==> config.mk <==
export PLATFORM = sky130hd
export DESIGN_NAME = tcst_cfg
export DESIGN_NICKNAME = d
export VERILOG_FILES = /design/src/design/tcst_pkg.sv /design/src/design/tcst_cfg.sv
export SDC_FILE = /design/constraint.sdc
export NUM_CORES = 1
export LEC_CHECK = 0
export ABC_AREA = 0
export BUFFER_PORTS_ARGS = -buffer_cell sky130_fd_sc_hd__buf_2
export CAP_MARGIN = 20
export CORE_UTILIZATION = 47
export CTS_CLUSTER_DIAMETER = 30
export DETAILED_ROUTE_END_ITERATION = 8
export GPL_ROUTABILITY_DRIVEN = 0
export PLACE_DENSITY = 0.86
export SYNTH_ARGS = -nofsm -noshare
export SYNTH_HDL_FRONTEND = slang
export SYNTH_SLANG_ARGS = --single-unit
==> constraint.sdc <==
create_clock -name clk -period 2.7 [get_ports clk]
set_input_delay 0.405 -clock clk [delete_from_list [all_inputs] [get_ports clk]]
set_output_delay 0.405 -clock clk [all_outputs]
set_load 0.01 [all_outputs]
==> src/design/tcst_pkg.sv <==
// ----------------------------------------------------------------------------
// TCP connection state tracker package
// Shared types, constants and codes of the connection state tracker.
// ----------------------------------------------------------------------------
package tcst_pkg;

	localparam int CONN_ENTRIES = 1024;
	localparam int ADDR_W       = $clog2(CONN_ENTRIES);
	localparam int IDX_W        = 10;
	localparam int TIME_W       = 48;
	localparam int TMO_W        = 20;
	localparam int PROD_W       = 40;
	localparam int CFG_AW       = 4;

	localparam logic [TMO_W-1:0] US_PER_S = 20'd1000000;

	localparam logic [1:0] MODE_PKT  = 2'd0;
	localparam logic [1:0] MODE_OPEN = 2'd1;
	localparam logic [1:0] MODE_POLL = 2'd2;

	localparam logic [1:0] REG_HANDSHAKE = 2'd0;
	localparam logic [1:0] REG_ESTAB     = 2'd1;
	localparam logic [1:0] REG_ACTIVE    = 2'd2;
	localparam logic [1:0] REG_PASSIVE   = 2'd3;

	localparam int FL_FIN = 0;
	localparam int FL_SYN = 1;
	localparam int FL_RST = 2;
	localparam int FL_ACK = 4;

	typedef enum logic [4:0] {
		ST_NONE        = 5'd0,
		ST_RST_SEEN    = 5'd1,
		ST_SYN_SENT    = 5'd2,
		ST_SYN_RECD    = 5'd3,
		ST_ACK_WAIT    = 5'd4,
		ST_ESTAB       = 5'd5,
		ST_FIN_WAIT_1  = 5'd6,
		ST_FIN_WAIT_2  = 5'd7,
		ST_CLOSING_1   = 5'd8,
		ST_CLOSING_2   = 5'd9,
		ST_CLOSING     = 5'd10,
		ST_CLOSE_WAIT_1 = 5'd11,
		ST_CLOSE_WAIT  = 5'd12,
		ST_LAST_ACK_1  = 5'd13,
		ST_LAST_ACK    = 5'd14,
		ST_LAST_ACK_2  = 5'd15,
		ST_CLOSED      = 5'd16,
		ST_TIMEDOUT    = 5'd17
	} conn_state_t;

	typedef enum logic [2:0] {
		KIND_PKT,
		KIND_OPEN,
		KIND_POLL,
		KIND_NOP,
		KIND_OOR
	} item_kind_t;

	typedef enum logic [2:0] {
		BK_CLEAR,
		BK_IDLE,
		BK_READ,
		BK_CALC,
		BK_EXEC
	} back_state_t;

	typedef struct packed {
		logic [1:0]        mode;
		logic [IDX_W-1:0]  conn_index;
		logic [7:0]        flag_bits;
		logic              inbound;
		logic [TIME_W-1:0] now_us;
	} in_word_t;

	typedef struct packed {
		logic [4:0] conn_state;
		logic [4:0] transition_code;
		logic       is_terminated;
		logic       expired;
	} out_word_t;

	typedef struct packed {
		item_kind_t        kind;
		logic [IDX_W-1:0]  idx;
		logic [7:0]        flags;
		logic              inbound;
		logic [TIME_W-1:0] now_us;
	} cls_item_t;

	typedef struct packed {
		logic [TMO_W-1:0] handshake;
		logic [TMO_W-1:0] estab;
		logic [TMO_W-1:0] active;
		logic [TMO_W-1:0] passive;
	} tmo_cfg_t;

	typedef struct packed {
		logic [4:0]        state;
		logic              term;
		logic [TIME_W-1:0] last;
	} entry_t;

endpackage

==> src/design/tcst_cfg.sv <==
// ----------------------------------------------------------------------------
// TCP connection state tracker configuration registers
// Holds the four timeout registers behind an APB-style port.
// ----------------------------------------------------------------------------
module tcst_cfg import tcst_pkg::*; (
	input  logic              clk,
	input  logic              arst_n,
	input  logic              psel,
	input  logic              penable,
	input  logic              pwrite,
	input  logic [CFG_AW-1:0] paddr,
	input  logic [31:0]       pwdata,
	output logic [31:0]       prdata,
	output logic              pready,
	output tmo_cfg_t          cfg
);

	tmo_cfg_t   cfg_q;
	logic [1:0] reg_sel;
	logic       wr_en;

	assign pready  = 1'b1;
	assign reg_sel = paddr[3:2];
	assign wr_en   = psel && penable && pwrite && pready;
	assign cfg     = cfg_q;

	always_ff @(posedge clk or negedge arst_n) begin
		if (!arst_n) begin
			cfg_q.handshake <= 20'd12;
			cfg_q.estab     <= 20'd30;
			cfg_q.active    <= 20'd15;
			cfg_q.passive   <= 20'd10;
		end else if (wr_en) begin
			case (reg_sel)
				REG_HANDSHAKE: cfg_q.handshake <= pwdata[TMO_W-1:0];
				REG_ESTAB:     cfg_q.estab     <= pwdata[TMO_W-1:0];
				REG_ACTIVE:    cfg_q.active    <= pwdata[TMO_W-1:0];
				REG_PASSIVE:   cfg_q.passive   <= pwdata[TMO_W-1:0];
				default:       cfg_q           <= cfg_q;
			endcase
		end
	end

	always_comb begin
		case (reg_sel)
			REG_HANDSHAKE: prdata = {12'd0, cfg_q.handshake};
			REG_ESTAB:     prdata = {12'd0, cfg_q.estab};
			REG_ACTIVE:    prdata = {12'd0, cfg_q.active};
			REG_PASSIVE:   prdata = {12'd0, cfg_q.passive};
			default:       prdata = 32'd0;
		endcase
	end

endmodule

Word-level counts from Yosys, hierarchy flattened
Index checks and enable logic that the tools add are counted.
Storage, ports and cells
  register bits after elaboration: 80
  bits of input ports: 41
  output and inout bits: 113
  word-level logic and storage cells: 15
Operators by class
  equality and inequality tests: 3
  multiplexer cells: 1
  reductions and logical operators: 7
Operator list (number)
  $pmux 32 s4: 1
  $reduce_and 2->1: 4
  $eq 2x2->1 const B: 2
  $eq 2x1->1 const B: 1
  $logic_and 1x1->1: 2
  $logic_not 2->1: 1

Depth between registers and ports, before layout
Gate-level depths: netlist of the first run.
  depth after elaboration: 3
  gate-level depth with buffers: 4
  gate-level depth less buffers: 3

Worst setup path before layout of the first run
Ideal clock, no wire load.
  path type: input -> output
  start: in paddr[2]
  end: out prdata[0]
  arrival: 1.243 ns
  path slack: 1.052 ns
  stages on the path: 2
  path buffers: 1
  cell sequence: buf_2 mux4_2
Between the ends
  word-level cells in the longest chain between the ends: 2
  elaborated cells on any way between the ends: 5
  classes of those cells: 3 x eq/ne; 1 x mux; 1 x reduce/logical
Ends and longest elaborated chain
  from (decl): line tcst_cfg.sv:11  | input logic [CFG_AW-1:0] paddr,
  $eq 2x2->1, or another cell as far along: line tcst_cfg.sv:45  | case (reg_sel)
  $pmux 32 s4 *: line tcst_cfg.sv:45
  to (decl): line tcst_cfg.sv:13  | output logic [31:0] prdata,
Mark *: on every way between the ends. The rest lies on a longest branch, timed or not. The select of a mux whose other input is x is not followed.

Worst setup path after layout of the first run
  start: in paddr[2]
  end: out prdata[14]
The elaborated chain is that of the path after synthesis.

==> summary.txt, run 1 <==
Yosys
  • Synth area leader: dfrtp_1
  • Gate count of the mapped netlist: 214
  • Mean Syn Cell Area: 16.67 um^2
  • Flops & latches, synth: 80
  • Post-synth top area share: 47.70%
  • FFs w/ async S/R, synth: 100.0%
  • Most common flop cell mapped by yosys: dfrtp_1
  • Mapped cell area: 3567 um^2
  • EDFF count, synth: 0
  • Top-count cell post-synth: dfrtp_1
  • Sequential-to-total area share from yosys stat: 56.54%
  • Post-synth cell types: 17
  • Synth area leaders: dfrtp_1 48%, mux2_2 19%, mux4_2 13%
  • Top cells by count, synth: 68 x dfrtp_1, 60 x mux2_2, 20 x mux2_1, 20 x mux4_2, 13 x buf_4
  • Ys Warns: 0

Route
  • 1st-iter DRT viols: 51
  • 1st-pass router iterations: 3
  • DRT met1 WL: 3.300 mm
  • DRT Wirelength: 7.638 mm
  • Via count: 2329
  • Drt drc: 0
  • Wire per inst: 17.01 um
  • Vias per cell: 5.187
  • Final ANT Viol Nets: 0
  • Met2 wire len: 3.761 mm
  • Met3 wire length: 489 um
  • DR top layer: met4

STA
  • RSZ-0062 raised after global routing: no
  • Final Max Slew Viols: 0
  • Relative slew slack: 33.05%
  • Sum Neg Setup Slack: 0 ns
  • Fin crit share: 75.75%
  • Worst-Margin Slew: 1.004 ns
  • Fin crit period: 2.045 ns
  • Setup Skew: 0 ns
  • Fmax: 488.9 MHz
  • Setup violators final: 0
  • Fin. Hold Viols: 0

Clocking
  • CTS tree: built
  • Postcts setup bufs: 0
  • CTS Sinks: 80
  • Reg clk slew, reported paths: 0.08 ns
  • Root Buffer: clkbuf_8
  • CTS Buffer Depth: 2
  • Total CTS buffers: 9
  • CTS H-tree lvls: 3
  • Clk_lat worst skew: 0.34 ns
  • Post-CTS Hold Buffers: 0
  • Gates resized, CTS repair: 0

Final layout
  • Max FFs per register: 80
  • Synth-to-Final Area Change: 25.75%
  • Finished Layout Cells: 449
  • Nets: 386
  • # fillers: 599
  • Ant diodes: 0
  • Layout cells sized above 1: 70.00%

Critical path
  • Crit path capture type: primary output
  • Critical path class: primary input to primary output
  • Reg-to-Reg Start: cfg[55]
  • Reg2Reg Depth: 1
  • CP startpoint: paddr[2]
  • Critical Path AT: 1.64 ns
  • Reg-to-reg slack, setup: 1.87 ns
  • Reg-to-reg endpoint: cfg[55]
  • Crit Path Max Fanout: 14
  • Critical Path RT: 2.30 ns
  • Crit path to: prdata[14]
  • Setup crit start kind: primary input

Global route
  • Largest net degree at the start of global routing: 81
  • First-pass GRT wire length: 11.75 mm
  • GRT overflow: 0
  • Initial antenna violation count: 0
  • Total GRT Usage: 20.24%
  • Vias in the first global route: 2333

Floorplan
  • Initial core utilization: 48.92%
  • Core area: 7292 um^2
  • Ports: 154
  • Die ar.: 7942 um^2
  • Die Y: 89.12 um
  • Row cnt: 31
  • Die X: 89.12 um

Power
  • PD cells: 804.8 nW/um^2
  • Leakage dissipation: 2.176 nW
  • VDD IR max: 0.0005315 V

Status
  • Status: complete, no violations

Placed design
  • Port Buf Inserts: 126
  • Placed Cells: 433
  • Hpwl dp: 5.323 mm

Job
  • Max Cap Violations: 0

Worst hold path
  • Hold WC Path Type: primary input to asynchronous set/reset pin
==> cell families after synthesis <==
logic type / Yosys count / share of synthesized area [%]
buffers and inverters: 26 / 4.454
flip-flops: 80 / 56.54
multiplexers: 100 / 37.88
other: 2 / 0.2105
AND/OR/NAND/NOR: 6 / 0.9119
==> report_power, final <==
part / internal, mW / leakage, nW / switching [mW]
Sequential: 1.51 / 0.960 / 0.200
Clock: 0.399 / 0.0993 / 0.447
Combinational: 0.570 / 1.12 / 0.486
Total: 2.48 / 2.18 / 1.13
==> per-layer routing <==
layer | up-vias | track usage, %
li1 | 1031 | -
met1 | 1194 | 25.08
met2 | 96 | 34.35
met3 | 8 | 5.078
met4 | 0 | 7.792
met5 | - | 0
==> cell usage in the layout (no fill, tap or decap) <==
master and instances:
inv_4 2, dfstp_2 12, clkinv_4 1, or3_1 1
clkbuf_16 1, nor3_2 1, clkbuf_8 9, inv_6 2
or2_2 1, mux2_1 20, dfrtp_1 68, mux2_2 60
inv_1 1, buf_4 8, buf_12 1, mux4_2 20
nand4_1 1, conb_1 13, nand3_1 1, clkinvlp_4 1
buf_2 125, nor2_2 1
==> worst min-delay path by stage <==
stage	depth (start not counted)	from	end	slack, ns
2_1_floorplan	0	arst_n	cfg[0]	0.11
3_3_place_gp	1	cfg[47]	cfg[47]	0.49
3_5_place_dp	1	cfg[40]	cfg[40]	0.50
4_1_cts	1	arst_n	cfg[66]	0.24
5_1_grt	1	arst_n	cfg[46]	0.30
6_report	1	arst_n	cfg[66]	0.19
==> metrics by stage <==
stage | setup WS [ns] | cell area [um^2] | utilization (%) | total power, mW | hold slack [ns]
3_3_place_gp | 0.6331 | 4290 | 58.84 | 2.753 | 0.4934
6_report | 0.6548 | 4486 | 61.51 | 3.610 | 0.1921
4_1_cts | 0.6214 | 4486 | 61.51 | 3.654 | 0.2415
2_1_floorplan | 1.052 | 3608 | - | 2.301 | 0.1094
5_1_grt | 0.5643 | 4486 | 61.51 | 3.818 | 0.2967
3_5_place_dp | 0.6151 | 4290 | 58.84 | 2.798 | 0.5050
==> area by class of cell <==
class	instances	area (um^2)	share of cell area, %
Clock buffer	10	148.9	3.319
Clock inverter	6	46.29	1.032
Inverter	1	3.754	0.08368
Multi-Input combinational cell	119	1440	32.11
Sequential cell	80	2017	44.97
Tap cell	99	123.9	2.762
Timing Repair Buffer	134	705.7	15.73
==> worst max-delay path: stages <==
cell	delay, ns
buf_2	0.31
buf_12	0.23
mux4_2	0.52
buf_2	0.16
Power figures use the tool's default switching activity.
==> run 2: changes to the inputs <==
==> constraint.sdc (replaced) <==
create_clock -name clk -period 1.9 [get_ports clk]
set_input_delay 0.285 -clock clk [delete_from_list [all_inputs] [get_ports clk]]
set_output_delay 0.285 -clock clk [all_outputs]
set_load 0.01 [all_outputs]
==> run 2 against run 1 <==
- register-to-register slack got worse by 0.81 ns
- hold slack better by 0.0041 ns
- die area unchanged
- largest cell class unchanged
- largest power group unchanged
==> summary.txt, run 2 (synthesis gave the netlist of run 1 again) <==
Worst hold path
  • Hold WC Path Type: primary input to flip-flop
  • Hold Crit Start: pwdata[19]

Route
  • DRT Wirelength: 7.909 mm (+3.5%)
  • Final ANT Viol Nets: 0 (unchanged)
  • Drt drc: 0 (unchanged)
  • 1st-pass router iterations: 3 (unchanged)
  • Wire per inst: 17.46 um (+2.6%)
  • Vias per cell: 5.126 (-1.2%)
  • 1st-iter DRT viols: 85 (+67%)
  • Via count: 2322 (-0.30%)

Final layout
  • Nets: 390 (+1.0%)
  • Final instance area: 4581 um^2 (+2.1%)
  • Most common cell after layout, fill and taps aside: buf_2
  • Max FFs per register: 80 (unchanged)
  • Layout cells sized above 1: 70.06% (about the same)
  • Ant diodes: 0 (unchanged)
  • Synth-to-Final Area Change: 28.41%
  • Most frequent cells in the layout: 125 x buf_2, 68 x dfrtp_1, 60 x mux2_2

Power
  • Sw Pwr: 1.606 mW (+42%)
  • Gate power share: 28.6% (-0.6 points)
  • Sw Share: 30.22% (-1.2 points)
  • Sequential Power Share: 45.8% (-1.5 points)
  • PD cells: 1161 nW/um^2 (+44%)
  • Internal power: 3.710 mW (+50%)
  • Leakage dissipation: 2.220 nW (+2.0%)
  • Clock power share: 25.5% (+2.1 points)
  • VDD IR max: 0.0006450 V (+21%)

STA
  • Relative slew slack: 61.44% (+28 points)
  • Setup violators final: 0 (unchanged)
  • Fmax: 593.6 MHz
  • Worst-Margin Slew: 0.5784 ns (-0.4259 ns)
  • Sum Neg Setup Slack: 0 ns (unchanged)
  • Fin crit period: 1.685 ns
  • RSZ-0062 raised after global routing: no
  • Final Max Slew Viols: 0 (unchanged)
  • Fin crit share: 88.67%
  • Setup Skew: 0 ns (unchanged)
  • Fin. Hold Viols: 0 (unchanged)

Floorplan
  • Row cnt: 31 (unchanged)
  • Initial core utilization: 48.92% (unchanged)
  • Core area: 7292 um^2 (unchanged)
  • Die ar.: 7942 um^2 (unchanged)
  • Die Y: 89.12 um (unchanged)
  • Die X: 89.12 um (unchanged)
  • Ports: 154 (unchanged)

Critical path
  • Crit path capture type: primary output
  • Critical Path AT: 1.40 ns (-0.24 ns)
  • Reg-to-Reg Start: cfg[52]
  • Crit Path Max Fanout: 3 (-11)
  • Critical path class: flip-flop to primary output
  • Reg2Reg Depth: 1 (unchanged)
  • Slowest CP cell: mux4_2
  • Reg-to-reg slack, setup: 1.06 ns (-0.81 ns)
  • CP Cell Sequence: mux4_2 > buf_2
  • Critical Path RT: 1.62 ns (-0.68 ns)
  • CP startpoint: cfg[27]
  • Setup crit start kind: flip-flop
  • Crit-path max cell delay: 0.49 ns (-0.03 ns)
  • Reg-to-reg endpoint: cfg[52]
  • Crit path to: prdata[7]

Global route
  • GRT overflow: 0 (unchanged)
  • Vias in the first global route: 2437 (+4.5%)
  • Largest net degree at the start of global routing: 44 (-46%)
  • First-pass GRT wire length: 12.14 mm (+3.4%)
  • Initial antenna violation count: 0 (unchanged)
  • Total GRT Usage: 20.88% (+0.64 points)

Clocking
  • Post-CTS Hold Buffers: 1 (+1)
  • CTS Buffer Depth: 2 (unchanged)
  • CTS H-tree lvls: 3 (unchanged)
  • Postcts setup bufs: 0 (unchanged)
  • Root Buffer: clkbuf_8
  • Gates resized, CTS repair: 0 (unchanged)
  • CTS tree: built
  • Clk_lat worst skew: 0.33 ns (about the same)
  • CTS Sinks: 80 (unchanged)
  • Reg clk slew, reported paths: 0.09 ns (about the same)
  • Total CTS buffers: 9 (unchanged)

Placed design
  • Port Buf Inserts: 126 (unchanged)
  • Post-DP Area: 4350 um^2 (+1.4%)
  • Hpwl dp: 5.626 mm (+5.7%)

Job
  • Max Cap Violations: 0 (unchanged)

Status
  • Status: complete, no violations
run 2: cell count changes in the layout (fill, tap and decap cells not counted), sizes merged:
cell         before  now
dlygate4sd3       0    1
clkbuf           10    9
clkinvlp          1    0
inv               5    1
clkinv            1    5
buf             134  137
bufinv            0    2
run 2: how the worst min path moves through the flow:
stage               endpoint  slack, ns  cells past startpoint
global placement     cfg[66]       0.13                      1
detailed placement   cfg[66]       0.14                      1
finish               cfg[59]       0.20                      2
floorplan             cfg[0]      -0.01                      0
global route         cfg[47]       0.20                      2
CTS                  cfg[59]       0.18                      2
run 2: per-layer routing:
metal  wire length, um  GRT usage [%]  part of all wire, %  vias up
li1                  -              -                    -     1041
met1              3342          26.35                   42     1181
met2              4047          36.16                   51       94
met3               456          4.432                  5.8        6
met4                63          6.638                 0.80        0
met5                 0              0                    0        -
run 2: stage by stage:
step | total power, mW | std cells | util (%) | hold slack [ns] | setup slack [ns]
finish | 5.316 | 453 | 62.82 | 0.1962 | 0.2153
global route | 5.603 | 453 | 62.82 | 0.1972 | 0.1733
CTS | 5.370 | 453 | 62.82 | 0.1846 | 0.2011
detailed placement | 4.006 | 436 | 59.66 | 0.1351 | 0.1750
global placement | 3.927 | 436 | 59.66 | 0.1346 | 0.2461
floorplan | 3.270 | 225 | - | -0.01059 | 0.4924
run 2: worst max-delay path, delay by kind of cell, from the launching register on:
family	cells	cell delay (ns)
flops	1	0.42
mux	1	0.49
buf+inv	1	0.16
run 2: layout make-up:
type / instances / area, um^2
Fill cell: 596 / 2711
Sequential cell: 80 / 2017
Multi-Input combinational cell: 119 / 1440
Timing Repair Buffer: 138 / 775.7
Clock buffer: 9 / 123.9
Tap cell: 99 / 123.9
Clock inverter: 7 / 96.34
Inverter: 1 / 3.754
run 2: power by group through the flow:
| stage | Combinational, mW | Sequential (mW) | Clock, mW |
|---|---|---|---|
| after detailed placement | 1.54 | 2.47 | 0 |
| final | 1.52 | 2.44 | 1.36 |
| after CTS | 1.54 | 2.44 | 1.39 |
| after global routing | 1.66 | 2.50 | 1.45 |
| after global placement | 1.50 | 2.43 | 0 |
| after floorplan | 0.659 | 2.61 | 0 |
