**config.mk**
```make
export PLATFORM = sky130hd
export DESIGN_NAME = tcst_front
export DESIGN_NICKNAME = d
export VERILOG_FILES = /design/src/design/tcst_pkg.sv /design/src/design/tcst_front.sv
export SDC_FILE = /design/constraint.sdc
export NUM_CORES = 1
export LEC_CHECK = 0
export ABC_CLOCK_PERIOD_IN_PS = 5000
export BUFFER_PORTS_ARGS = -buffer_cell sky130_fd_sc_hd__buf_2
export CORE_ASPECT_RATIO = 0.6
export CORE_MARGIN = 10
export CORE_UTILIZATION = 52
export CTS_CLUSTER_DIAMETER = 40
export DETAILED_ROUTE_END_ITERATION = 7
export GPL_ROUTABILITY_DRIVEN = 0
export HOLD_SLACK_MARGIN = 0.12
export MAX_ROUTING_LAYER = met4
export PLACE_DENSITY = 0.76
export SYNTH_ARGS = -nofsm -noshare
export SYNTH_HDL_FRONTEND = slang
export SYNTH_SLANG_ARGS = --single-unit
```
**constraint.sdc**
```tcl
create_clock -name clk -period 5 [get_ports clk]
set_input_delay 1 -clock clk [delete_from_list [all_inputs] [get_ports clk]]
set_output_delay 1 -clock clk [all_outputs]
set_load 0.05 [all_outputs]
```
**src/design/tcst_pkg.sv**
```systemverilog
// ----------------------------------------------------------------------------
// TCP connection state tracker package
// Shared types, constants and codes of the connection state tracker.
// ----------------------------------------------------------------------------
package tcst_pkg;

	localparam int CONN_ENTRIES = 1024;
	localparam int ADDR_W       = $clog2(CONN_ENTRIES);
	localparam int IDX_W        = 10;
	localparam int TIME_W       = 48;
	localparam int TMO_W        = 20;
	localparam int PROD_W       = 40;
	localparam int CFG_AW       = 4;

	localparam logic [TMO_W-1:0] US_PER_S = 20'd1000000;

	localparam logic [1:0] MODE_PKT  = 2'd0;
	localparam logic [1:0] MODE_OPEN = 2'd1;
	localparam logic [1:0] MODE_POLL = 2'd2;

	localparam logic [1:0] REG_HANDSHAKE = 2'd0;
	localparam logic [1:0] REG_ESTAB     = 2'd1;
	localparam logic [1:0] REG_ACTIVE    = 2'd2;
	localparam logic [1:0] REG_PASSIVE   = 2'd3;

	localparam int FL_FIN = 0;
	localparam int FL_SYN = 1;
	localparam int FL_RST = 2;
	localparam int FL_ACK = 4;

	typedef enum logic [4:0] {
		ST_NONE        = 5'd0,
		ST_RST_SEEN    = 5'd1,
		ST_SYN_SENT    = 5'd2,
		ST_SYN_RECD    = 5'd3,
		ST_ACK_WAIT    = 5'd4,
		ST_ESTAB       = 5'd5,
		ST_FIN_WAIT_1  = 5'd6,
		ST_FIN_WAIT_2  = 5'd7,
		ST_CLOSING_1   = 5'd8,
		ST_CLOSING_2   = 5'd9,
		ST_CLOSING     = 5'd10,
		ST_CLOSE_WAIT_1 = 5'd11,
		ST_CLOSE_WAIT  = 5'd12,
		ST_LAST_ACK_1  = 5'd13,
		ST_LAST_ACK    = 5'd14,
		ST_LAST_ACK_2  = 5'd15,
		ST_CLOSED      = 5'd16,
		ST_TIMEDOUT    = 5'd17
	} conn_state_t;

	typedef enum logic [2:0] {
		KIND_PKT,
		KIND_OPEN,
		KIND_POLL,
		KIND_NOP,
		KIND_OOR
	} item_kind_t;

	typedef enum logic [2:0] {
		BK_CLEAR,
		BK_IDLE,
		BK_READ,
		BK_CALC,
		BK_EXEC
	} back_state_t;

	typedef struct packed {
		logic [1:0]        mode;
		logic [IDX_W-1:0]  conn_index;
		logic [7:0]        flag_bits;
		logic              inbound;
		logic [TIME_W-1:0] now_us;
	} in_word_t;

	typedef struct packed {
		logic [4:0] conn_state;
		logic [4:0] transition_code;
		logic       is_terminated;
		logic       expired;
	} out_word_t;

	typedef struct packed {
		item_kind_t        kind;
		logic [IDX_W-1:0]  idx;
		logic [7:0]        flags;
		logic              inbound;
		logic [TIME_W-1:0] now_us;
	} cls_item_t;

	typedef struct packed {
		logic [TMO_W-1:0] handshake;
		logic [TMO_W-1:0] estab;
		logic [TMO_W-1:0] active;
		logic [TMO_W-1:0] passive;
	} tmo_cfg_t;

	typedef struct packed {
		logic [4:0]        state;
		logic              term;
		logic [TIME_W-1:0] last;
	} entry_t;

endpackage

```
**src/design/tcst_front.sv**
```systemverilog
// ----------------------------------------------------------------------------
// TCP connection state tracker front end
// Accepts input words, classifies them and queues them for the back end.
// ----------------------------------------------------------------------------
module tcst_front import tcst_pkg::*; (
	input  logic      clk,
	input  logic      arst_n,
	input  logic      push,
	output logic      full,
	input  in_word_t  in_word,
	input  logic      clearing,
	output logic      q_valid,
	output cls_item_t q_item,
	input  logic      q_pop
);

	cls_item_t  fifo_q [2];
	logic       wr_ptr_q;
	logic       rd_ptr_q;
	logic [1:0] count_q;
	logic       do_push;
	cls_item_t  cls;

	always_comb begin
		cls.idx     = in_word.conn_index;
		cls.flags   = in_word.flag_bits;
		cls.inbound = in_word.inbound;
		cls.now_us  = in_word.now_us;
		if ({1'b0, in_word.conn_index} >= (IDX_W+1)'(CONN_ENTRIES)) begin
			cls.kind = KIND_OOR;
		end else begin
			case (in_word.mode)
				MODE_PKT:  cls.kind = KIND_PKT;
				MODE_OPEN: cls.kind = KIND_OPEN;
				MODE_POLL: cls.kind = KIND_POLL;
				default:   cls.kind = KIND_NOP;
			endcase
		end
	end

	assign full    = clearing || (count_q == 2'd2);
	assign do_push = push && !full;
	assign q_valid = (count_q != 2'd0);
	assign q_item  = fifo_q[rd_ptr_q];

	always_ff @(posedge clk) begin
		if (do_push) begin
			fifo_q[wr_ptr_q] <= cls;
		end
	end

	always_ff @(posedge clk or negedge arst_n) begin
		if (!arst_n) begin
			wr_ptr_q <= 1'b0;
			rd_ptr_q <= 1'b0;
			count_q  <= 2'd0;
		end else begin
			if (do_push) begin
				wr_ptr_q <= !wr_ptr_q;
			end
			if (q_pop) begin
				rd_ptr_q <= !rd_ptr_q;
			end
			count_q <= count_q + {1'b0, do_push} - {1'b0, q_pop};
		end
	end

endmodule

```
Word-level counts from Yosys, hierarchy flattened. Memories as Yosys holds them, arrays and structs flattened. Index checks and enable logic that the tools add are counted.

Flip-flop bits (word level): 4. Bits in writable memories: 138. Input port bits: 74. Memories kept: 1.

Memory list: fifo_q (depth 2, width 69, read ports 1, clocked after memory_dff 0, wr ports 1, RTL line tcst_front.sv:17) `cls_item_t fifo_q [2];`.

$add $sub $neg: 2. Equal/unequal tests: 3. Muxes and demuxes: 3. Reductions and logical operators: 7.

Operators by type and width (count): 2-bit one-hot mux with 3 select lines (1); 2-bit == test, second input constant (2); 1-bit zero test (3); 2-bit by 1-bit adder with 2-bit output (1); 2-bit by 1-bit == test with 1-bit output, second input constant (1); 2-bit zero test (1); 1-bit 2-to-1 mux (2); 2-bit nonzero test (1); 2-bit by 1-bit subtractor with 2-bit output (1); 1-bit logical AND (1); 1-bit logical OR (1).

Longest topological paths before layout. Gate-level depths: netlist of run 1.

Word-level depth: 6. Gate-level depth with buffers: 7.

Least setup slack after synthesis of run 1. No wires, ideal clock.

Path type: input-to-reg. Start: input clearing. End: memory fifo_q[0][0] (netlist bit), enable pin. Arrival: 4.130 ns. Data required time: 4.503 ns. Slack: 0.373 ns. Cell stages on the path: 2. Buffers on the path: 0. Cell sequence: nand3b_1 -> nor2_1.

Cells in the longest elaborated chain, start to end: 5.

RTL lines: from (decl) (RTL line tcst_front.sv:11) `input logic clearing,`; 1-bit logical OR (RTL line tcst_front.sv:41) `assign full = clearing || (count_q == 2'd2);`; 1-bit zero test (RTL line tcst_front.sv:42) `assign do_push = push && !full;`; 1-bit logical AND (RTL line tcst_front.sv:42); 1-bit 2-to-1 mux (RTL line tcst_front.sv:47) `if (do_push) begin`; 1-bit 2-to-1 mux (not written as such) (RTL line tcst_front.sv:48) `fifo_q[wr_ptr_q] <= cls;`; to (decl) (RTL line tcst_front.sv:17).

No other way between the ends.

==> flow_summary.toml, run 1 <==
[critical_path]
cp.required_ns = 4.00
worst_r2r_endpoint = "fifo_q[0][57]"
cp.depth = 3
r2r_cells = 4
cp_cell_sequence = "buf_4 > mux2_4 > buf_2"
crit_family = "flip-flops"
critPathLaunch = "rd_ptr_q"
endpoint = "q_item[0]"
critPathBufInv = 2
cp_slowest_cell = "dfrtp_4"
rrSetupSlack_ns = 2.60
critical_path_arrival_ns = 2.39
endpoint_kind = "output pin"
timing.rr.start = "count_q[1]"
startpoint_type = "flip-flop"
crit_fanout = 35
path_class = "reg -> out"
critPathMaxStageDelay_ns = 0.86

[logic_synthesis]
synthFlopType = "edfxtp_1"
async_flop_share = 0.02817
synth_seq_area_share = 0.7645
synth_warnings = 0
synth_largest_area_cell = "edfxtp_1"
synth_area_leaders = "edfxtp_1, mux2_4, buf_12"
yosysTopAreaCellShare = 0.7465
syn_avg_cell_area_um2 = 23.42
ys_types = 16
synthCells = 237
synth_commonest_cells = "edfxtp_1, mux2_4, buf_12"
syn_nets = 313
synth_edf_count = 138
synth-seq-cells = 142
synth.most_common_cell = "edfxtp_1"
syn_area_um2 = 5552

[timing]
finalCriticalPeriod_ns = 3.385
timing.setup.tns_ns = 0
post-route-period-util = 0.6771
worst_slack_ns = 1.615
tightest_slew_ns = 1.030
clock_skew_ns = 0.01232
max_freq_mhz = 295.4
rsz0062_at_grt = "no"
finalHoldViolations = 0
slew_headroom = 0.3117
drv_slew = 0
setup_viol = 0

[final_layout]
diodes = 0
area_growth_pct = 25.54
final_layout_size_suffix_gt1_frac = 0.6078
fin_util = 0.6646
fin_nets = 471
final_cells = 547

[min_path]
hold_class = "in -> async"

[die]
rows = 29
pin_count = 146
die_h_um = 100.0
fp.coreArea_um2 = 10490
die_width_um = 153.4
initial_core_util = 0.5294
die_area_um2 = 15340

[route]
firstDrtPassIters = 5
via_count = 2702
drt_wl_total_um = 10940
ant_nets = 0
detail_route.iter0.violations = 187
routed_via_density = 4.940
routedWlPerCell_um = 20.01
drc = 0

[placement]
dp_cells = 515
dp_slack_ns = 1.863
hpwlAfterDp_um = 7800
port_buffers = 144

[power]
power_w = 0.004601
switching_share = 0.3609
p_int_w = 0.002940
clkPwrFrac = 0.288
peakVddDrop_uv = 368.3
pwr-share-seq = 0.349
powerDensity_nw_per_um2 = 660.1
p_sw_w = 0.001660
p_leak_nw = 2.826
combPwrFrac = 0.362

[clock_network]
cts_tree = "yes"
clk_path_buf_depth = 2
clkTransAtPathRegs_ns = 0.06
cts_repair_resize_count = 0
cts_root_buf = "clkbuf_16"
clk_latency_ns = 0.41
cts_made_buffers = 17
cts_hold_buffers = 0
cts_setup_buffers = 0
h-tree-depth = 4
cts_sinks = 142

[global_routing]
grt_overflow = 0
grt.total_usage = 0.1483
grt_pass1_wl_um = 16690
grt_max_degree = 36
antenna_found_initial = 0
grt_pass1_vias = 2958

[job]
drv_cap = 0

[run_status]
outcome = "complete, no violations"
-- worst reg2reg max path, cell delays in order (launching register included) --
cell and delay, ns:
dfrtp_1 0.41, nand2b_1 0.11, nand3b_1 0.26, nor2_4 0.86, buf_4 0.44
-- through the flow --
stage	hold slack [ns]	area (um^2)
after floorplan	0.4681	5552
after global placement	0.5118	6344
after detailed placement	0.5356	6344
after CTS	0.3787	6969
after global routing	0.3728	6969
final	0.3901	6969
-- area by class of cell --
class,instances,area [um^2]
Sequential cell,142,4248
Timing Repair Buffer,150,765.7
Clock inverter,8,163.9
Fill cell,692,3517
Clock buffer,24,461.7
Multi-Input combinational cell,82,1149
Inverter,2,7.507
Tap cell,139,173.9
-- registers in the layout, indices dropped and copies added, names as in the netlist --
register,flops
count_q,2
fifo_q,138
rd_ptr_q,1
wr_ptr_q,1
-- power by group through the flow --
| stage | logic [W] | registers [W] | clock network [W] |
|---|---|---|---|
| global route | 0.00174 | 0.00163 | 0.00141 |
| global placement | 0.00167 | 0.00162 | 0 |
| detailed placement | 0.00168 | 0.00164 | 0 |
| finish | 0.00167 | 0.00161 | 0.00133 |
| CTS | 0.00169 | 0.00161 | 0.00135 |
| floorplan | 0.00153 | 0.00155 | 0 |
-- layout by cell type, fill, tap and decap left out --
| cell type | netlist | final |
|---|---|---|
| nand3b_1 | 1 | 1 |
| dfrtp_4 | 0 | 1 |
| ha_1 | 2 | 2 |
| bufinv_16 | 0 | 5 |
| xnor2_1 | 3 | 3 |
| buf_2 | 0 | 144 |
| or2_2 | 1 | 1 |
| buf_4 | 1 | 6 |
| conb_1 | 1 | 1 |
| clkbuf_1 | 2 | 6 |
| clkinv_1 | 0 | 1 |
| clkbuf_8 | 0 | 1 |
| edfxtp_1 | 138 | 138 |
| clkinv_2 | 0 | 2 |
| inv_1 | 2 | 2 |
| xor2_1 | 1 | 1 |
| nor2_4 | 0 | 2 |
| dfrtp_1 | 4 | 3 |
| mux2_4 | 69 | 69 |
| clkbuf_16 | 0 | 17 |
| nand2b_1 | 2 | 2 |
-- layer usage --
metal / wire length [um] / share of wire / GRT usage
met5: 0 / 0 / -
met3: 981 / 0.090 / 0.06832
met1: 4921 / 0.45 / 0.1871
met4: 59 / 0.0054 / 0.04555
met2: 4981 / 0.46 / 0.2098
-- how the worst min path moves through the flow --
stage                     depth (start not counted)  slack, ns    endpoint
after floorplan                                   1       0.47    wr_ptr_q
after global placement                            1       0.51  count_q[0]
after detailed placement                          1       0.54  count_q[0]
after CTS                                         1       0.38  count_q[0]
after global routing                              1       0.37  count_q[0]
final                                             1       0.39  count_q[0]
-- logic make-up after synthesis --
logic type / count (synthesis) / synth area share
xor+xnor: 4 / 0.006312
fa+ha+maj: 2 / 0.004507
buf+inv: 13 / 0.03133
flops: 142 / 0.7645
mux: 69 / 0.1866
other cells: 1 / 0.0006755
simple gates: 6 / 0.006087
Note: power is estimated with default switching activity, not from simulation.
==> run 2: changes to the inputs <==
--- a/config.mk
+++ b/config.mk
@@ -5,7 +5,7 @@
 export SDC_FILE = /design/constraint.sdc
 export NUM_CORES = 1
 export LEC_CHECK = 0
-export ABC_CLOCK_PERIOD_IN_PS = 5000
+export ABC_CLOCK_PERIOD_IN_PS = 3400
 export BUFFER_PORTS_ARGS = -buffer_cell sky130_fd_sc_hd__buf_2
 export CORE_ASPECT_RATIO = 0.6
 export CORE_MARGIN = 10
==> constraint.sdc (replaced) <==
create_clock -name clk -period 3.4 [get_ports clk]
set_input_delay 0.68 -clock clk [delete_from_list [all_inputs] [get_ports clk]]
set_output_delay 0.68 -clock clk [all_outputs]
set_load 0.05 [all_outputs]
==> flow_summary.toml, run 2 (same netlist as run 1, synthesis figures left out) <==
[min_path]
hold_class = "in -> reg"
worstHoldStart = "in_word[32]"
holdPathStages = 1
hold_end = "fifo_q[1][32]"

[run_status]
outcome = "complete, no violations"

[clock_network]
h-tree-depth = 4
cts_hold_buffers = 1
cts_sinks = 142
cts_repair_resize_count = 0
clkTransAtPathRegs_ns = 0.06
clk_latency_ns = 0.41
cts_tree = "yes"
cts_root_buf = "clkbuf_16"
cts_made_buffers = 17
clk_path_buf_depth = 2
cts_setup_buffers = 0

[die]
die_h_um = 100.0
rows = 29
die_area_um2 = 15340
pin_count = 146
fp.coreArea_um2 = 10490
initial_core_util = 0.5294
die_width_um = 153.4

[critical_path]
crit_fanout = 34
r2r_cells = 4
cp.required_ns = 2.72
endpoint_kind = "output pin"
worst_r2r_endpoint = "fifo_q[1][0]"
startpoint_type = "flip-flop"
timing.rr.start = "count_q[1]"
rrSetupSlack_ns = 1.39
path_class = "reg -> out"
critical_path_arrival_ns = 2.14

[final_layout]
fin_nets = 471
fin_area_um2 = 7037
reg_top3 = "fifo_q x138, count_q x2"
final_layout_size_suffix_gt1_frac = 0.6176
area_growth_pct = 26.75
top_register = "fifo_q"
largest_reg_flops = 138
final_common_cell = "buf_2"
layout_common_cells = "buf_2, edfxtp_1, mux2_4"

[route]
firstDrtPassIters = 4
drt_wl_total_um = 10810
detail_route.iter0.violations = 146
ant_nets = 0
routed_via_density = 4.922
routedWlPerCell_um = 19.65
drc = 0
via_count = 2707

[global_routing]
grt_overflow = 0
grt_pass1_wl_um = 16590
grt.total_usage = 0.1465
antenna_found_initial = 3
grt_max_degree = 55
grt_pass1_vias = 2952

[power]
p_leak_nw = 2.836
peakVddDrop_uv = 591.2
powerDensity_nw_per_um2 = 969.4

[job]
drv_cap = 0

[timing]
drv_slew = 0
post-route-period-util = 0.8305
tightest_slew_ns = 0.6646
setup_viol = 0
clock_skew_ns = 0.008900
max_freq_mhz = 354.2
finalCriticalPeriod_ns = 2.824
slew_headroom = 0.5569
finalHoldViolations = 0
fin_hold_ws_ns = 0.4526
rsz0062_at_grt = "no"
worst_slack_ns = 0.5764

[placement]
placed_area_um2 = 6374
dp_slack_ns = 0.9860
port_buffers = 144
hpwlAfterDp_um = 7384
[run 2: changes by cell type in the layout (fill, tap and decap cells not counted)]
cell / delta
buf_12: +3
buf_4: -4
clkbuf_1: -4
clkbuf_8: -1
clkinv_1: -1
clkinv_2: -1
clkinv_4: +2
clkinvlp_4: +3
diode_2: +3
dlygate4sd3_1: +1
inv_6: +2
[run 2: area by class of cell]
class	instances	area [um^2]
Clock buffer	19	432.9
Multi-Input combinational cell	82	1149
Tap cell	139	173.9
Antenna cell	3	7.507
Inverter	2	7.507
Fill cell	706	3450
Clock inverter	13	212.7
Sequential cell	142	4248
Timing Repair Buffer	150	805.8
[run 2: layer usage]
| layer | vias to the layer above | track usage | part of all wire |
|---|---|---|---|
| met5 | - | - | 0 |
| met4 | 0 | 0.06508 | 0.012 |
| met3 | 13 | 0.06447 | 0.089 |
| met2 | 106 | 0.2191 | 0.47 |
| met1 | 1340 | 0.1696 | 0.43 |
| li1 | 1248 | - | - |
[run 2: power by group]
group          switching [W]  internal [W]  leakage (nW)
sequential          0.000178       0.00218          1.31
clock               0.000692       0.00131         0.304
combinational        0.00161      0.000846          1.23
total                0.00248       0.00434          2.84
[run 2: worst max-delay path, cell delays in order, from the launching register on]
cell	delay, ns
dfrtp_4	0.85
buf_4	0.32
mux2_4	0.31
buf_2	0.21
[run 2: worst max path at each step]
stage | startpoint | end
floorplan | clearing | fifo_q[0][0]
global placement | rd_ptr_q | q_item[50]
detailed placement | clearing | fifo_q[1][25]
CTS | rd_ptr_q | q_item[40]
global route | rd_ptr_q | q_item[42]
finish | rd_ptr_q | q_item[34]
[run 2: stage by stage]
stage	total power [W]	std cells	TNS (ns)	utilization
after detailed placement	0.004884	514	0	0.6078
after CTS	0.006900	547	0	0.6703
after global routing	0.007071	550	0	0.6710
final	0.006821	550	0	0.6710
after global placement	0.004856	514	0	0.6078
after floorplan	0.004538	237	-125.13	-
==> run 3: changes to the inputs <==
--- a/config.mk
+++ b/config.mk
@@ -5,17 +5,17 @@
 export SDC_FILE = /design/constraint.sdc
 export NUM_CORES = 1
 export LEC_CHECK = 0
-export ABC_CLOCK_PERIOD_IN_PS = 3400
+export ABC_CLOCK_PERIOD_IN_PS = 2400
 export BUFFER_PORTS_ARGS = -buffer_cell sky130_fd_sc_hd__buf_2
 export CORE_ASPECT_RATIO = 0.6
 export CORE_MARGIN = 10
-export CORE_UTILIZATION = 52
+export CORE_UTILIZATION = 47
 export CTS_CLUSTER_DIAMETER = 40
 export DETAILED_ROUTE_END_ITERATION = 7
 export GPL_ROUTABILITY_DRIVEN = 0
 export HOLD_SLACK_MARGIN = 0.12
 export MAX_ROUTING_LAYER = met4
-export PLACE_DENSITY = 0.76
+export PLACE_DENSITY = 0.72
 export SYNTH_ARGS = -nofsm -noshare
 export SYNTH_HDL_FRONTEND = slang
 export SYNTH_SLANG_ARGS = --single-unit
==> constraint.sdc (replaced) <==
create_clock -name clk -period 2.4 [get_ports clk]
set_input_delay 0.48 -clock clk [delete_from_list [all_inputs] [get_ports clk]]
set_output_delay 0.48 -clock clk [all_outputs]
set_load 0.05 [all_outputs]
==> flow_summary.toml, run 3 (same netlist as run 1, synthesis figures left out) <==
[run_status]
outcome = "complete, no violations"

[die]
fp.coreArea_um2 = 11410
pin_count = 146
rows = 30
die_width_um = 160.3
die_h_um = 104.2
initial_core_util = 0.4865
die_area_um2 = 16700

[power]
switching_share = 0.3768
power_w = 0.009391
p_leak_nw = 2.826
clkPwrFrac = 0.271
powerDensity_nw_per_um2 = 1337
combPwrFrac = 0.385
p_int_w = 0.005853
peakVddDrop_uv = 741.9
pwr-share-seq = 0.344
p_sw_w = 0.003538

[critical_path]
critPathLaunch = "rd_ptr_q"
r2r_cells = 7
path_class = "reg -> out"
endpoint = "q_item[31]"
timing.rr.start = "count_q[1]"
rrSetupSlack_ns = 0.54
critical_path_arrival_ns = 1.82
worst_r2r_endpoint = "count_q[1]"
cp.required_ns = 1.92
crit_family = "flip-flops"
cp_cell_sequence = "buf_12 > mux2_4 > buf_2"
endpoint_kind = "output pin"
cp.depth = 3
crit_fanout = 37
critPathMaxStageDelay_ns = 0.53
critPathBufInv = 2
cp_slowest_cell = "dfrtp_4"
startpoint_type = "flip-flop"

[global_routing]
grt_pass1_wl_um = 17040
grt_pass1_vias = 3044
antenna_found_initial = 3
grt_overflow = 0
grt_max_degree = 40
grt.total_usage = 0.1362

[final_layout]
top_register = "fifo_q"
multi_input_area_um2 = 1149
final_common_cell = "buf_2"
reg_top3 = "fifo_q x138, count_q x2"
fin_nets = 472
regArea_um2 = 4248
largest_reg_flops = 138
final_layout_size_suffix_gt1_frac = 0.6186
area_growth_pct = 26.48
fin_util = 0.6154
layout_common_cells = "buf_2, edfxtp_1, mux2_4"
nFillCells = 836

[clock_network]
cts_made_buffers = 17
cts_sinks = 142
cts_setup_buffers = 0
cts_repair_resize_count = 0
h-tree-depth = 4
cts_tree = "yes"
clk_path_buf_depth = 2
clk_latency_ns = 0.40
cts_hold_buffers = 1
cts_root_buf = "clkbuf_16"
clkTransAtPathRegs_ns = 0.06

[timing]
post-route-period-util = 0.9580
finalCriticalPeriod_ns = 2.299
clock_skew_ns = 0.01011
setup_viol = 0
timing.setup.tns_ns = 0
finalHoldViolations = 0
drv_slew = 0
max_freq_mhz = 434.9
rsz0062_at_grt = "no"

[route]
firstDrtPassIters = 4
via_count = 2676
drt_wl_total_um = 10730
routedWlPerCell_um = 18.77
detail_route.iter0.violations = 171
ant_nets = 0
routed_via_density = 4.678
drc = 0

[placement]
hpwlAfterDp_um = 7612
port_buffers = 144

[min_path]
holdPathStages = 1
hold_class = "in -> reg"

[job]
drv_cap = 0
## run 3: area by class of cell
type / instances / area share
sequential: 142 / 0.6050
clock inverter: 15 / 0.02263
timing repair buffer: 151 / 0.1176
antenna: 3 / 0.001069
multi-input combinational: 82 / 0.1636
tap: 160 / 0.02851
clock buffer: 17 / 0.06058
inverter: 2 / 0.001069
## run 3: per-layer routing
metal / wire (um) / up-vias / global-route usage
met5: 0 / - / -
met4: 53 / 0 / 0.04504
met3: 883 / 8 / 0.06166
met2: 4782 / 105 / 0.1910
met1: 5015 / 1310 / 0.1715
li1: - / 1253 / -
## run 3: worst register-to-register path: stages, from the launching register on
cell      delay [ns]
dfrtp_1         0.40
nand2b_1        0.13
nand3b_1        0.32
ha_1            0.41
inv_1           0.04
ha_1            0.18
xnor2_1         0.19
xnor2_1         0.13
## run 3: how the worst min path moves through the flow
stage | start | endpoint | slack (ns)
after CTS | in_word[39] | fifo_q[1][39] | 0.24
after global placement | arst_n | count_q[1] | 0.30
after detailed placement | arst_n | count_q[1] | 0.30
after floorplan | arst_n | count_q[0] | 0.18
final | in_word[39] | fifo_q[0][39] | 0.26
after global routing | in_word[58] | fifo_q[0][58] | 0.24
## run 3: stage by stage
stage	cell area, um^2	hold WS (ns)	setup slack, ns	std cells
after floorplan	5557	0.1844	-0.5760	237
after global placement	6420	0.2971	0.4648	536
after detailed placement	6420	0.2996	0.4216	536
after CTS	7014	0.2422	0.07011	569
after global routing	7022	0.2402	0.03600	572
final	7022	0.2620	0.1009	572
## run 3: power by group through the flow
stage / Clock, W / Sequential, W / Combinational, W
after floorplan: 0 / 0.00322 / 0.00320
after global placement: 0 / 0.00327 / 0.00363
after detailed placement: 0 / 0.00329 / 0.00365
after CTS: 0.00260 / 0.00324 / 0.00367
after global routing: 0.00274 / 0.00327 / 0.00378
final: 0.00254 / 0.00323 / 0.00362
